### src/rtl/tdtf_pkg.sv
// shared types, register indexes and constants for the temperature display and trend filter
package tdtf_pkg;

  typedef logic [6:0] temp_t;
  typedef logic [7:0] byte_t;

  localparam int CFG_IDX_W = 3;
  localparam int CFG_DATA_W = 8;

  // configuration register indexes
  typedef enum logic [CFG_IDX_W-1:0] {
    CFG_SETPOINT       = 3'd0,
    CFG_SNAP_BAND      = 3'd1,
    CFG_PULL_AMOUNT    = 3'd2,
    CFG_DISPLAY_PERIOD = 3'd3,
    CFG_TREND_PERIOD   = 3'd4
  } cfg_idx_e;

  typedef struct packed {
    logic [6:0] setpoint;
    logic [5:0] snap_band;
    logic [4:0] pull_amount;
    logic [7:0] display_period;
    logic [7:0] trend_period;
  } cfg_t;

  localparam cfg_t CFG_RESET = '{
    setpoint:       7'd50,
    snap_band:      6'd5,
    pull_amount:    5'd2,
    display_period: 8'd5,
    trend_period:   8'd1
  };

  localparam byte_t      TIMER_MAX        = 8'hff;
  localparam logic [3:0] MOVE_JUMP        = 4'd10;
  localparam logic [3:0] MOVE_MAX         = 4'd15;
  localparam logic [3:0] MOVE_QUIET       = 4'd7;
  localparam byte_t      BIG_MOVE         = 8'd2;
  localparam logic [3:0] PASSES_PER_TREND = 4'd10;

  // trend pass request from the top level
  typedef struct packed {
    logic  fire;
    logic  run;
    temp_t temp;
  } pass_req_t;

  // trend pass results for the output register
  typedef struct packed {
    logic  updated;
    byte_t trend;
    byte_t rate_sum;
  } pass_res_t;

endpackage

### src/rtl/tdtf_in_if.sv
// request channel carrying one tick: temperature and running flag
interface tdtf_in_if;
  logic                valid;
  logic                ready;
  tdtf_pkg::temp_t     temperature;
  logic                running;

  modport source (output valid, output temperature, output running, input ready);
  modport sink   (input valid, input temperature, input running, output ready);
endinterface

// result channel carrying one output item per tick
interface tdtf_out_if;
  logic                valid;
  logic                ready;
  tdtf_pkg::byte_t     display_temperature;
  logic signed [7:0]   control_error;
  logic signed [7:0]   trend;
  logic signed [7:0]   rate_sum;
  logic                trend_updated;

  modport source (output valid, output display_temperature, output control_error,
                  output trend, output rate_sum, output trend_updated, input ready);
  modport sink   (input valid, input display_temperature, input control_error,
                  input trend, input rate_sum, input trend_updated, output ready);
endinterface

### src/rtl/tdtf_display.sv
// display value calculation: pulls the measurement toward the setpoint inside the band
module tdtf_display (
  input  tdtf_pkg::temp_t temp_i,
  input  tdtf_pkg::cfg_t  cfg_i,
  output tdtf_pkg::byte_t display_o
);
  import tdtf_pkg::*;

  logic signed [9:0] t_s, sp_s, band_s, pull_s;
  logic signed [9:0] d_s, mag_s, lim_s, pop_s, res_s;
  logic              outside;

  // widen everything to signed values with headroom
  always_comb begin
    t_s    = {3'b000, temp_i};
    sp_s   = {3'b000, cfg_i.setpoint};
    band_s = {4'b0000, cfg_i.snap_band};
    pull_s = {5'b00000, cfg_i.pull_amount};
  end

  // band test and pull amount
  always_comb begin
    outside = (t_s >= sp_s + band_s) || (t_s <= sp_s - band_s);
    d_s     = sp_s - t_s;
    mag_s   = (d_s < 10'sd0) ? -d_s : d_s;
    lim_s   = band_s - pull_s;
    if (mag_s < pull_s) begin
      pop_s = mag_s;
    end else if (mag_s <= lim_s) begin
      pop_s = pull_s;
    end else begin
      pop_s = band_s - mag_s;
    end
    res_s = (d_s >= 10'sd0) ? (t_s + pop_s) : (t_s - pop_s);
  end

  assign display_o = outside ? {1'b0, temp_i} : res_s[7:0];

endmodule

### src/rtl/tdtf_trend.sv
// trend pass: move counting, ten-pass trend and running sum over the delta window
module tdtf_trend #(
  parameter int WINDOW_LEN = 10
) (
  input  logic                clk_i,
  input  logic                rst_ni,
  input  logic                advance_i,
  input  tdtf_pkg::pass_req_t req_i,
  output tdtf_pkg::pass_res_t res_o
);
  import tdtf_pkg::*;

  logic [3:0] move_q, move_d;
  logic [3:0] pass_q, pass_d;
  byte_t      ref_q, ref_d;
  byte_t      prev_q, prev_d;
  byte_t      held_q, held_d;
  byte_t      sum_q, sum_d;
  logic       active_q, active_d;
  byte_t      win_q [WINDOW_LEN];
  byte_t      win_d [WINDOW_LEN];

  byte_t      t8, abs_diff, delta, oldest;
  logic [3:0] move_upd, pass_inc;
  logic       wrap;

  // move counter and pass counter
  always_comb begin
    t8       = {1'b0, req_i.temp};
    abs_diff = (t8 > ref_q) ? (t8 - ref_q) : (ref_q - t8);
    move_upd = ((abs_diff != 8'd0) && (move_q < MOVE_MAX)) ? (move_q + 4'd1) : move_q;
    if (abs_diff >= BIG_MOVE) begin
      move_upd = MOVE_JUMP;
    end
    pass_inc = pass_q + 4'd1;
    wrap     = (pass_inc >= PASSES_PER_TREND);
  end

  // trend on every tenth pass
  always_comb begin
    move_d = move_q;
    pass_d = pass_q;
    ref_d  = ref_q;
    held_d = held_q;
    prev_d = prev_q;
    if (req_i.fire) begin
      prev_d = t8;
      move_d = move_upd;
      pass_d = pass_inc;
      if (wrap) begin
        pass_d = 4'd0;
        move_d = 4'd0;
        if (move_upd <= MOVE_QUIET) begin
          held_d = 8'd0;
        end else begin
          held_d = t8 - ref_q;
          ref_d  = t8;
        end
      end
    end
  end

  // delta window shift with running sum, restarted after a stop
  always_comb begin
    delta    = t8 - prev_q;
    oldest   = active_q ? win_q[0] : 8'd0;
    active_d = active_q;
    sum_d    = sum_q;
    win_d    = win_q;
    if (req_i.fire) begin
      if (!req_i.run) begin
        active_d = 1'b0;
      end else begin
        active_d = 1'b1;
        sum_d    = (active_q ? sum_q : 8'd0) - oldest + delta;
        for (int i = 0; i < WINDOW_LEN - 1; i++) begin
          win_d[i] = active_q ? win_q[i+1] : 8'd0;
        end
        win_d[WINDOW_LEN-1] = delta;
      end
    end
  end

  assign res_o.updated  = req_i.fire && wrap;
  assign res_o.trend    = held_d;
  assign res_o.rate_sum = active_d ? sum_d : 8'd0;

  // control state
  always_ff @(posedge clk_i or negedge rst_ni) begin
    if (!rst_ni) begin
      move_q   <= 4'd0;
      pass_q   <= 4'd0;
      ref_q    <= 8'd0;
      prev_q   <= 8'd0;
      held_q   <= 8'd0;
      sum_q    <= 8'd0;
      active_q <= 1'b0;
    end else if (advance_i) begin
      move_q   <= move_d;
      pass_q   <= pass_d;
      ref_q    <= ref_d;
      prev_q   <= prev_d;
      held_q   <= held_d;
      sum_q    <= sum_d;
      active_q <= active_d;
    end
  end

  // window entries, cleared on the first running pass after a stop
  always_ff @(posedge clk_i) begin
    if (advance_i) begin
      win_q <= win_d;
    end
  end

endmodule

### src/rtl/temperature_display_and_trend_filter.sv
// top level of the temperature display and trend filter
//
//  channel   direction  payload                                         transfer
//  in_ch_i   in         temperature, running                            valid && ready
//  out_ch_o  out        display_temperature, control_error, trend,      valid && ready
//                       rate_sum, trend_updated
//  cfg       in         cfg_idx_i, cfg_data_i                           cfg_we_i
//
// one tick per cycle while the output is not stalled; an accepted tick waits in the input
// register until the result register frees up; the input register and the result register
// each hold one tick, the step between them is timer update, display calc and one trend pass
// reset clears timers, counters, held values and window state; no clearing pass
// a stalled output holds its result while one more tick waits in the input register
module temperature_display_and_trend_filter #(
  parameter int WINDOW_LEN = 10
) (
  input  logic                               clk_i,
  input  logic                               rst_ni,
  tdtf_in_if.sink                            in_ch_i,
  tdtf_out_if.source                         out_ch_o,
  input  logic                               cfg_we_i,
  input  logic [tdtf_pkg::CFG_IDX_W-1:0]     cfg_idx_i,
  input  logic [tdtf_pkg::CFG_DATA_W-1:0]    cfg_data_i
);
  import tdtf_pkg::*;

  cfg_t      cfg_q;
  logic      s1_v_q;
  temp_t     s1_temp_q;
  logic      s1_run_q;
  logic      out_v_q;
  byte_t     disp_timer_q, disp_timer_d;
  byte_t     trend_timer_q, trend_timer_d;
  byte_t     held_disp_q;
  byte_t     disp_calc, disp_out, ctrl_err;
  logic      out_free, advance, disp_fire, trend_fire;
  pass_req_t pass_req;
  pass_res_t pass_res;

  // configuration writes
  always_ff @(posedge clk_i or negedge rst_ni) begin
    if (!rst_ni) begin
      cfg_q <= CFG_RESET;
    end else if (cfg_we_i) begin
      case (cfg_idx_i)
        CFG_SETPOINT:       cfg_q.setpoint       <= cfg_data_i[6:0];
        CFG_SNAP_BAND:      cfg_q.snap_band      <= cfg_data_i[5:0];
        CFG_PULL_AMOUNT:    cfg_q.pull_amount    <= cfg_data_i[4:0];
        CFG_DISPLAY_PERIOD: cfg_q.display_period <= cfg_data_i;
        CFG_TREND_PERIOD:   cfg_q.trend_period   <= cfg_data_i;
        default: ;
      endcase
    end
  end

  // handshake: the input register moves on whenever the result register frees up
  assign out_free      = !out_v_q || out_ch_o.ready;
  assign advance       = s1_v_q && out_free;
  assign in_ch_i.ready = !s1_v_q || out_free;

  // input register
  always_ff @(posedge clk_i or negedge rst_ni) begin
    if (!rst_ni) begin
      s1_v_q <= 1'b0;
    end else if (in_ch_i.ready) begin
      s1_v_q <= in_ch_i.valid;
    end
  end

  always_ff @(posedge clk_i) begin
    if (in_ch_i.ready && in_ch_i.valid) begin
      s1_temp_q <= in_ch_i.temperature;
      s1_run_q  <= in_ch_i.running;
    end
  end

  // saturating interval timers
  always_comb begin
    disp_timer_d  = (disp_timer_q == TIMER_MAX) ? disp_timer_q : (disp_timer_q + 8'd1);
    trend_timer_d = (trend_timer_q == TIMER_MAX) ? trend_timer_q : (trend_timer_q + 8'd1);
    disp_fire     = (disp_timer_d >= cfg_q.display_period);
    trend_fire    = (trend_timer_d >= cfg_q.trend_period);
  end

  tdtf_display u_display (
    .temp_i    (s1_temp_q),
    .cfg_i     (cfg_q),
    .display_o (disp_calc)
  );

  assign pass_req.fire = advance && trend_fire;
  assign pass_req.run  = s1_run_q;
  assign pass_req.temp = s1_temp_q;

  tdtf_trend #(
    .WINDOW_LEN (WINDOW_LEN)
  ) u_trend (
    .clk_i     (clk_i),
    .rst_ni    (rst_ni),
    .advance_i (advance),
    .req_i     (pass_req),
    .res_o     (pass_res)
  );

  // display value and control error for this tick
  always_comb begin
    disp_out = disp_fire ? disp_calc : held_disp_q;
    ctrl_err = {1'b0, cfg_q.setpoint} - ({3'b000, cfg_q.pull_amount} - 8'd1)
               - {1'b0, s1_temp_q};
  end

  // timers, held display and result valid
  always_ff @(posedge clk_i or negedge rst_ni) begin
    if (!rst_ni) begin
      disp_timer_q  <= 8'd0;
      trend_timer_q <= 8'd0;
      held_disp_q   <= 8'd0;
      out_v_q       <= 1'b0;
    end else begin
      if (advance) begin
        disp_timer_q  <= disp_fire ? 8'd0 : disp_timer_d;
        trend_timer_q <= trend_fire ? 8'd0 : trend_timer_d;
        held_disp_q   <= disp_out;
      end
      if (out_free) begin
        out_v_q <= advance;
      end
    end
  end

  // result register
  always_ff @(posedge clk_i) begin
    if (advance) begin
      out_ch_o.display_temperature <= disp_out;
      out_ch_o.control_error       <= ctrl_err;
      out_ch_o.trend               <= pass_res.trend;
      out_ch_o.rate_sum            <= pass_res.rate_sum;
      out_ch_o.trend_updated       <= pass_res.updated;
    end
  end

  assign out_ch_o.valid = out_v_q;

endmodule

### src/flat_wrapper.sv
// flat-port wrapper written by rule: the top's interface ports become plain ports
module temperature_display_and_trend_filter_flat import tdtf_pkg::*;
#(
  parameter int WINDOW_LEN = 10
)
  (clk_i, rst_ni, cfg_we_i, cfg_idx_i, cfg_data_i, in_ch_i_valid, in_ch_i_temperature, in_ch_i_running, in_ch_i_ready, out_ch_o_valid, out_ch_o_display_temperature, out_ch_o_control_error, out_ch_o_trend, out_ch_o_rate_sum, out_ch_o_trend_updated, out_ch_o_ready);
  tdtf_in_if in_ch_i_i ();
  tdtf_out_if out_ch_o_i ();
  input  logic clk_i;
  input  logic rst_ni;
  input  logic cfg_we_i;
  input  logic [tdtf_pkg::CFG_IDX_W-1:0] cfg_idx_i;
  input  logic [tdtf_pkg::CFG_DATA_W-1:0] cfg_data_i;
  input wire logic [$bits(in_ch_i_i.valid)-1:0] in_ch_i_valid;
  input wire logic [$bits(in_ch_i_i.temperature)-1:0] in_ch_i_temperature;
  input wire logic [$bits(in_ch_i_i.running)-1:0] in_ch_i_running;
  output wire logic [$bits(in_ch_i_i.ready)-1:0] in_ch_i_ready;
  output wire logic [$bits(out_ch_o_i.valid)-1:0] out_ch_o_valid;
  output wire logic [$bits(out_ch_o_i.display_temperature)-1:0] out_ch_o_display_temperature;
  output wire logic [$bits(out_ch_o_i.control_error)-1:0] out_ch_o_control_error;
  output wire logic [$bits(out_ch_o_i.trend)-1:0] out_ch_o_trend;
  output wire logic [$bits(out_ch_o_i.rate_sum)-1:0] out_ch_o_rate_sum;
  output wire logic [$bits(out_ch_o_i.trend_updated)-1:0] out_ch_o_trend_updated;
  input wire logic [$bits(out_ch_o_i.ready)-1:0] out_ch_o_ready;
  assign in_ch_i_i.valid = in_ch_i_valid;
  assign in_ch_i_i.temperature = in_ch_i_temperature;
  assign in_ch_i_i.running = in_ch_i_running;
  assign in_ch_i_ready = in_ch_i_i.ready;
  assign out_ch_o_valid = out_ch_o_i.valid;
  assign out_ch_o_display_temperature = out_ch_o_i.display_temperature;
  assign out_ch_o_control_error = out_ch_o_i.control_error;
  assign out_ch_o_trend = out_ch_o_i.trend;
  assign out_ch_o_rate_sum = out_ch_o_i.rate_sum;
  assign out_ch_o_trend_updated = out_ch_o_i.trend_updated;
  assign out_ch_o_i.ready = out_ch_o_ready;
  temperature_display_and_trend_filter #(.WINDOW_LEN(WINDOW_LEN)) u_core (.clk_i(clk_i), .rst_ni(rst_ni), .in_ch_i(in_ch_i_i), .out_ch_o(out_ch_o_i), .cfg_we_i(cfg_we_i), .cfg_idx_i(cfg_idx_i), .cfg_data_i(cfg_data_i));
endmodule
### config.mk
export PLATFORM = sky130hd
export DESIGN_NAME = temperature_display_and_trend_filter_flat
export DESIGN_NICKNAME = d
export VERILOG_FILES = /design/src/rtl/tdtf_pkg.sv /design/src/rtl/tdtf_in_if.sv /design/src/rtl/tdtf_display.sv /design/src/rtl/tdtf_trend.sv /design/src/rtl/temperature_display_and_trend_filter.sv /design/src/flat_wrapper.sv
export SDC_FILE = /design/constraint.sdc
export NUM_CORES = 1
export LEC_CHECK = 0
export BUFFER_PORTS_ARGS = -buffer_cell sky130_fd_sc_hd__buf_2
export CELL_PAD_IN_SITES_DETAIL_PLACEMENT = 0
export CELL_PAD_IN_SITES_GLOBAL_PLACEMENT = 1
export CORE_MARGIN = 4
export CORE_UTILIZATION = 50
export DETAILED_ROUTE_END_ITERATION = 10
export PLACE_DENSITY_LB_ADDON = 0.1
export SLEW_MARGIN = 10
export SYNTH_ARGS = -nofsm -noshare
export SYNTH_HDL_FRONTEND = slang
export SYNTH_SLANG_ARGS = --single-unit
export TNS_END_PERCENT = 100
### constraint.sdc
create_clock -name clk_i -period 7.7 [get_ports clk_i]
set_input_delay 1.54 -clock clk_i [delete_from_list [all_inputs] [get_ports clk_i]]
set_output_delay 1.54 -clock clk_i [all_outputs]
set_load 0.01 [all_outputs]
==> flow_metrics.env <==
export IMPL_status="finished clean"
export IMPL_total_leakage_power_nw=6.73
export IMPL_synthTopCellsByCount="126 x ha_1, 123 x inv_1, 121 x edfxtp_1"
export IMPL_tightest_slew_ns=0.836
export IMPL_ys_seq_elements=220
export IMPL_ioPinCount=59
export IMPL_crit_fanout=16
export IMPL_cts_sinks=220
export IMPL_setup_viol=0
export IMPL_die_area_um2=30000
export IMPL_rows=60
export IMPL_hold_start="u_core.u_trend.held_q[6]"
export IMPL_slew_violations=0
export IMPL_cp_depth=34
export IMPL_netlist_top_cell_by_area="edfxtp_1"
export IMPL_fmax_mhz=145
export IMPL_hold_depth=2
export IMPL_antenna_left=0
export IMPL_worstSkewPairLatency_ns=0.54
export IMPL_cts_buffers=25
export IMPL_start_util=0.507
export IMPL_startpoint="u_core.s1_temp_q[1]"
export IMPL_yosys_cell_types_count=73
export IMPL_synth_most_common_cell="ha_1"
export IMPL_fillers=2403
export IMPL_syn_to_final_growth_pct=11.8
export IMPL_drcViolationCount=0
export IMPL_synth_top_flop_cell="edfxtp_1"
export IMPL_grt_pass1_wl_um=48600
export IMPL_drive_gt1_frac=0.128
export IMPL_clk_pin_slew_ns=0.06
export IMPL_yosysSeqAreaShare=0.449
export IMPL_hp_class="flop to flop"
export IMPL_path_buf_inv=5
export IMPL_routed_wl_um=29300
export IMPL_ys_warn_count=0
export IMPL_r2r_start="u_core.s1_temp_q[1]"
export IMPL_cts_setup_buffers=0
export IMPL_die_w_um=173
export IMPL_core_area_um2=26900
export IMPL_syn_area_per_cell_um2=10.5
export IMPL_clock_tree_htree_level_count=1
export IMPL_crit_slowest_cell="a311o_2"
export IMPL_hold_ws_ns=0.476
export IMPL_crit_required_ns=7.97
export IMPL_synth_area_um2=13600
export IMPL_tns_ns=0
export IMPL_regToRegEndpoint="u_core.out_ch_o.display_temperature[7]"
export IMPL_drv_cap=0
export IMPL_clockBufferDepth=3
export IMPL_ir_worst_vdd_uv=277
export IMPL_period_needed_ns=6.89
export IMPL_viasPerCell=5.31
export IMPL_rr_worst_depth=34
export IMPL_syn_inst=1300
export IMPL_antenna_found_initial=0
export IMPL_root_buffer="clkbuf_16"
export IMPL_place_hpwl_um=21400
export IMPL_arrival_ns=7.16
export IMPL_synth_edf_count=121
export IMPL_synth_area_top_cells="edfxtp_1 27%, dfrtp_1 17%, ha_1 12%, and2_1 3.9%, xnor2_1 3.5%"
export IMPL_p_per_area_nw_per_um2=424
export IMPL_finalHoldViolations=0
export IMPL_worstSetupPathType="flop to flop"
export IMPL_cts_hold_fix_buffers=0
export IMPL_rsz0062_at_grt="false"
export IMPL_reg2reg_slack_ns=0.81
export IMPL_endpoint_kind="flop"
export IMPL_power_mw=6.46
export IMPL_grt_pass1_vias=9148
export IMPL_diodes=0
export IMPL_finalCritPeriodShare=0.895
export IMPL_drtPass1Iterations=7
export IMPL_wl_per_cell_um=16.9
export IMPL_drt_iter0_markers=595
export IMPL_slowest_delay_ns=0.51
export IMPL_fin_skew_ns=0.0193
export IMPL_final_nets=1545
export IMPL_grt_max_degree=61
export IMPL_die_y_um=173
export IMPL_vias=9189
export IMPL_synth_top_area_frac=0.267
export IMPL_max_slew_margin_rel=0.442
export IMPL_cp_top_family="compound AO/OA/AOI/OAI gates"
export IMPL_place_gp_congestion=0.863
export IMPL_grt_overflow_total=0
export IMPL_cts_tree="done"
export IMPL_async_flop_share=0.450
export IMPL_portBuffers=58
export IMPL_crit_path_start_kind="flop"
export IMPL_grt_usage=0.198
export IMPL_hold_path_end="u_core.u_trend.held_q[6]"
worst min-delay path, stage by stage (launching register included):
cell     delay [ns]
dfrtp_1        0.32
nand2_1        0.05
o21ai_0        0.07
metal layers:
metal  vias to the layer above  part of all wire  GRT usage
li1                       4659                 -          -
met3                        41             0.035     0.0273
met1                      4377              0.50      0.296
met4                         0             0.017     0.0422
met2                       112              0.45      0.309
met5                         -                 0          0
cell type report:
class / instances / area (um^2) / share of cell area
timing repair buffer: 79 / 450 / 0.0296
clock inverter: 8 / 129 / 0.00846
sequential: 220 / 6120 / 0.402
multi-input combinational: 923 / 6930 / 0.455
clock buffer: 38 / 714 / 0.0469
inverter: 123 / 465 / 0.0306
tap: 341 / 427 / 0.0280
layout by cell type, fill, tap and decap left out, types with 15 or more instances in the layout:
cell / Yosys / final
nor2_1: 64 / 63
nor2b_1: 15 / 15
fa_1: 23 / 23
edfxtp_1: 121 / 121
o21a_1: 16 / 16
xnor2_1: 54 / 54
xor2_1: 19 / 19
a21o_1: 29 / 29
inv_1: 123 / 121
o21ai_0: 93 / 93
a21oi_1: 62 / 61
dfrtp_1: 90 / 89
mux2i_1: 21 / 21
mux2_2: 29 / 29
ha_1: 126 / 126
nand3_1: 25 / 25
and2_1: 84 / 84
buf_2: 4 / 57
buf_4: 0 / 22
nand2b_1: 15 / 15
nand2_1: 115 / 115
clkbuf_16: 0 / 25
cells by family (layout without fill, tap and decap cells):
logic type,after synthesis,count (layout),synth area share
AO/OA/AOI/OAI,283,283,0.133
flip-flops,220,220,0.449
AND/OR/NAND/NOR,364,364,0.134
XOR/XNOR,74,74,0.0489
adder cells (fa/ha/maj),149,149,0.150
multiplexers,51,51,0.0405
other,1,2,0.000275
buffers and inverters,158,248,0.0439
worst max-delay path by stage:
stage                                                   to  slack [ns]
CTS                 u_core.out_ch_o.display_temperature[7]        0.73
global route        u_core.out_ch_o.display_temperature[7]        0.05
floorplan           u_core.out_ch_o.display_temperature[7]        0.97
finish              u_core.out_ch_o.display_temperature[7]        0.81
global placement    u_core.out_ch_o.display_temperature[7]        0.94
detailed placement  u_core.out_ch_o.display_temperature[7]        0.74
where the power goes:
| group | internal [mW] | switching (mW) |
|---|---|---|
| clock | 0.742 | 0.477 |
| combinational | 1.56 | 1.97 |
| sequential | 1.56 | 0.161 |
| total | 3.86 | 2.61 |
what timing repair did:
item / CTS / global route
setup endpoints to repair: 0 / 1
resized for setup: 0 / 3
hold endpoints to repair: 0 / 0
registers in the layout, indices dropped and copies added, names as in the netlist:
name                                 count
u_core.u_trend.held_q                    8
u_core.u_trend.ref_q                     7
u_core.u_trend.active_q                  1
u_core.u_trend.sum_q                     8
u_core.out_ch_o.valid                    1
u_core.u_trend.win_q                    80
u_core.out_ch_o.display_temperature      8
u_core.trend_timer_q                     8
u_core.s1_run_q                          1
u_core.out_ch_o.control_error            8
u_core.u_trend.pass_q                    4
u_core.s1_v_q                            1
u_core.u_trend.move_q                    4
u_core.u_trend.prev_q                    7
u_core.out_ch_o.trend                    8
u_core.s1_temp_q                         7
u_core.cfg_q                            34
u_core.disp_timer_q                      8
u_core.out_ch_o.rate_sum                 8
u_core.out_ch_o.trend_updated            1
u_core.held_disp_q                       8
metrics by stage:
| stage | util | setup slack, ns | area [um^2] | instances |
|---|---|---|---|---|
| floorplan | - | 0.975 | 13600 | 1301 |
| global placement | 0.535 | 0.940 | 14400 | 1686 |
| detailed placement | 0.535 | 0.744 | 14400 | 1686 |
| CTS | 0.567 | 0.730 | 15200 | 1732 |
| global route | 0.567 | 0.0451 | 15200 | 1732 |
| finish | 0.567 | 0.805 | 15200 | 1732 |
Power figures use the tool's default switching activity.
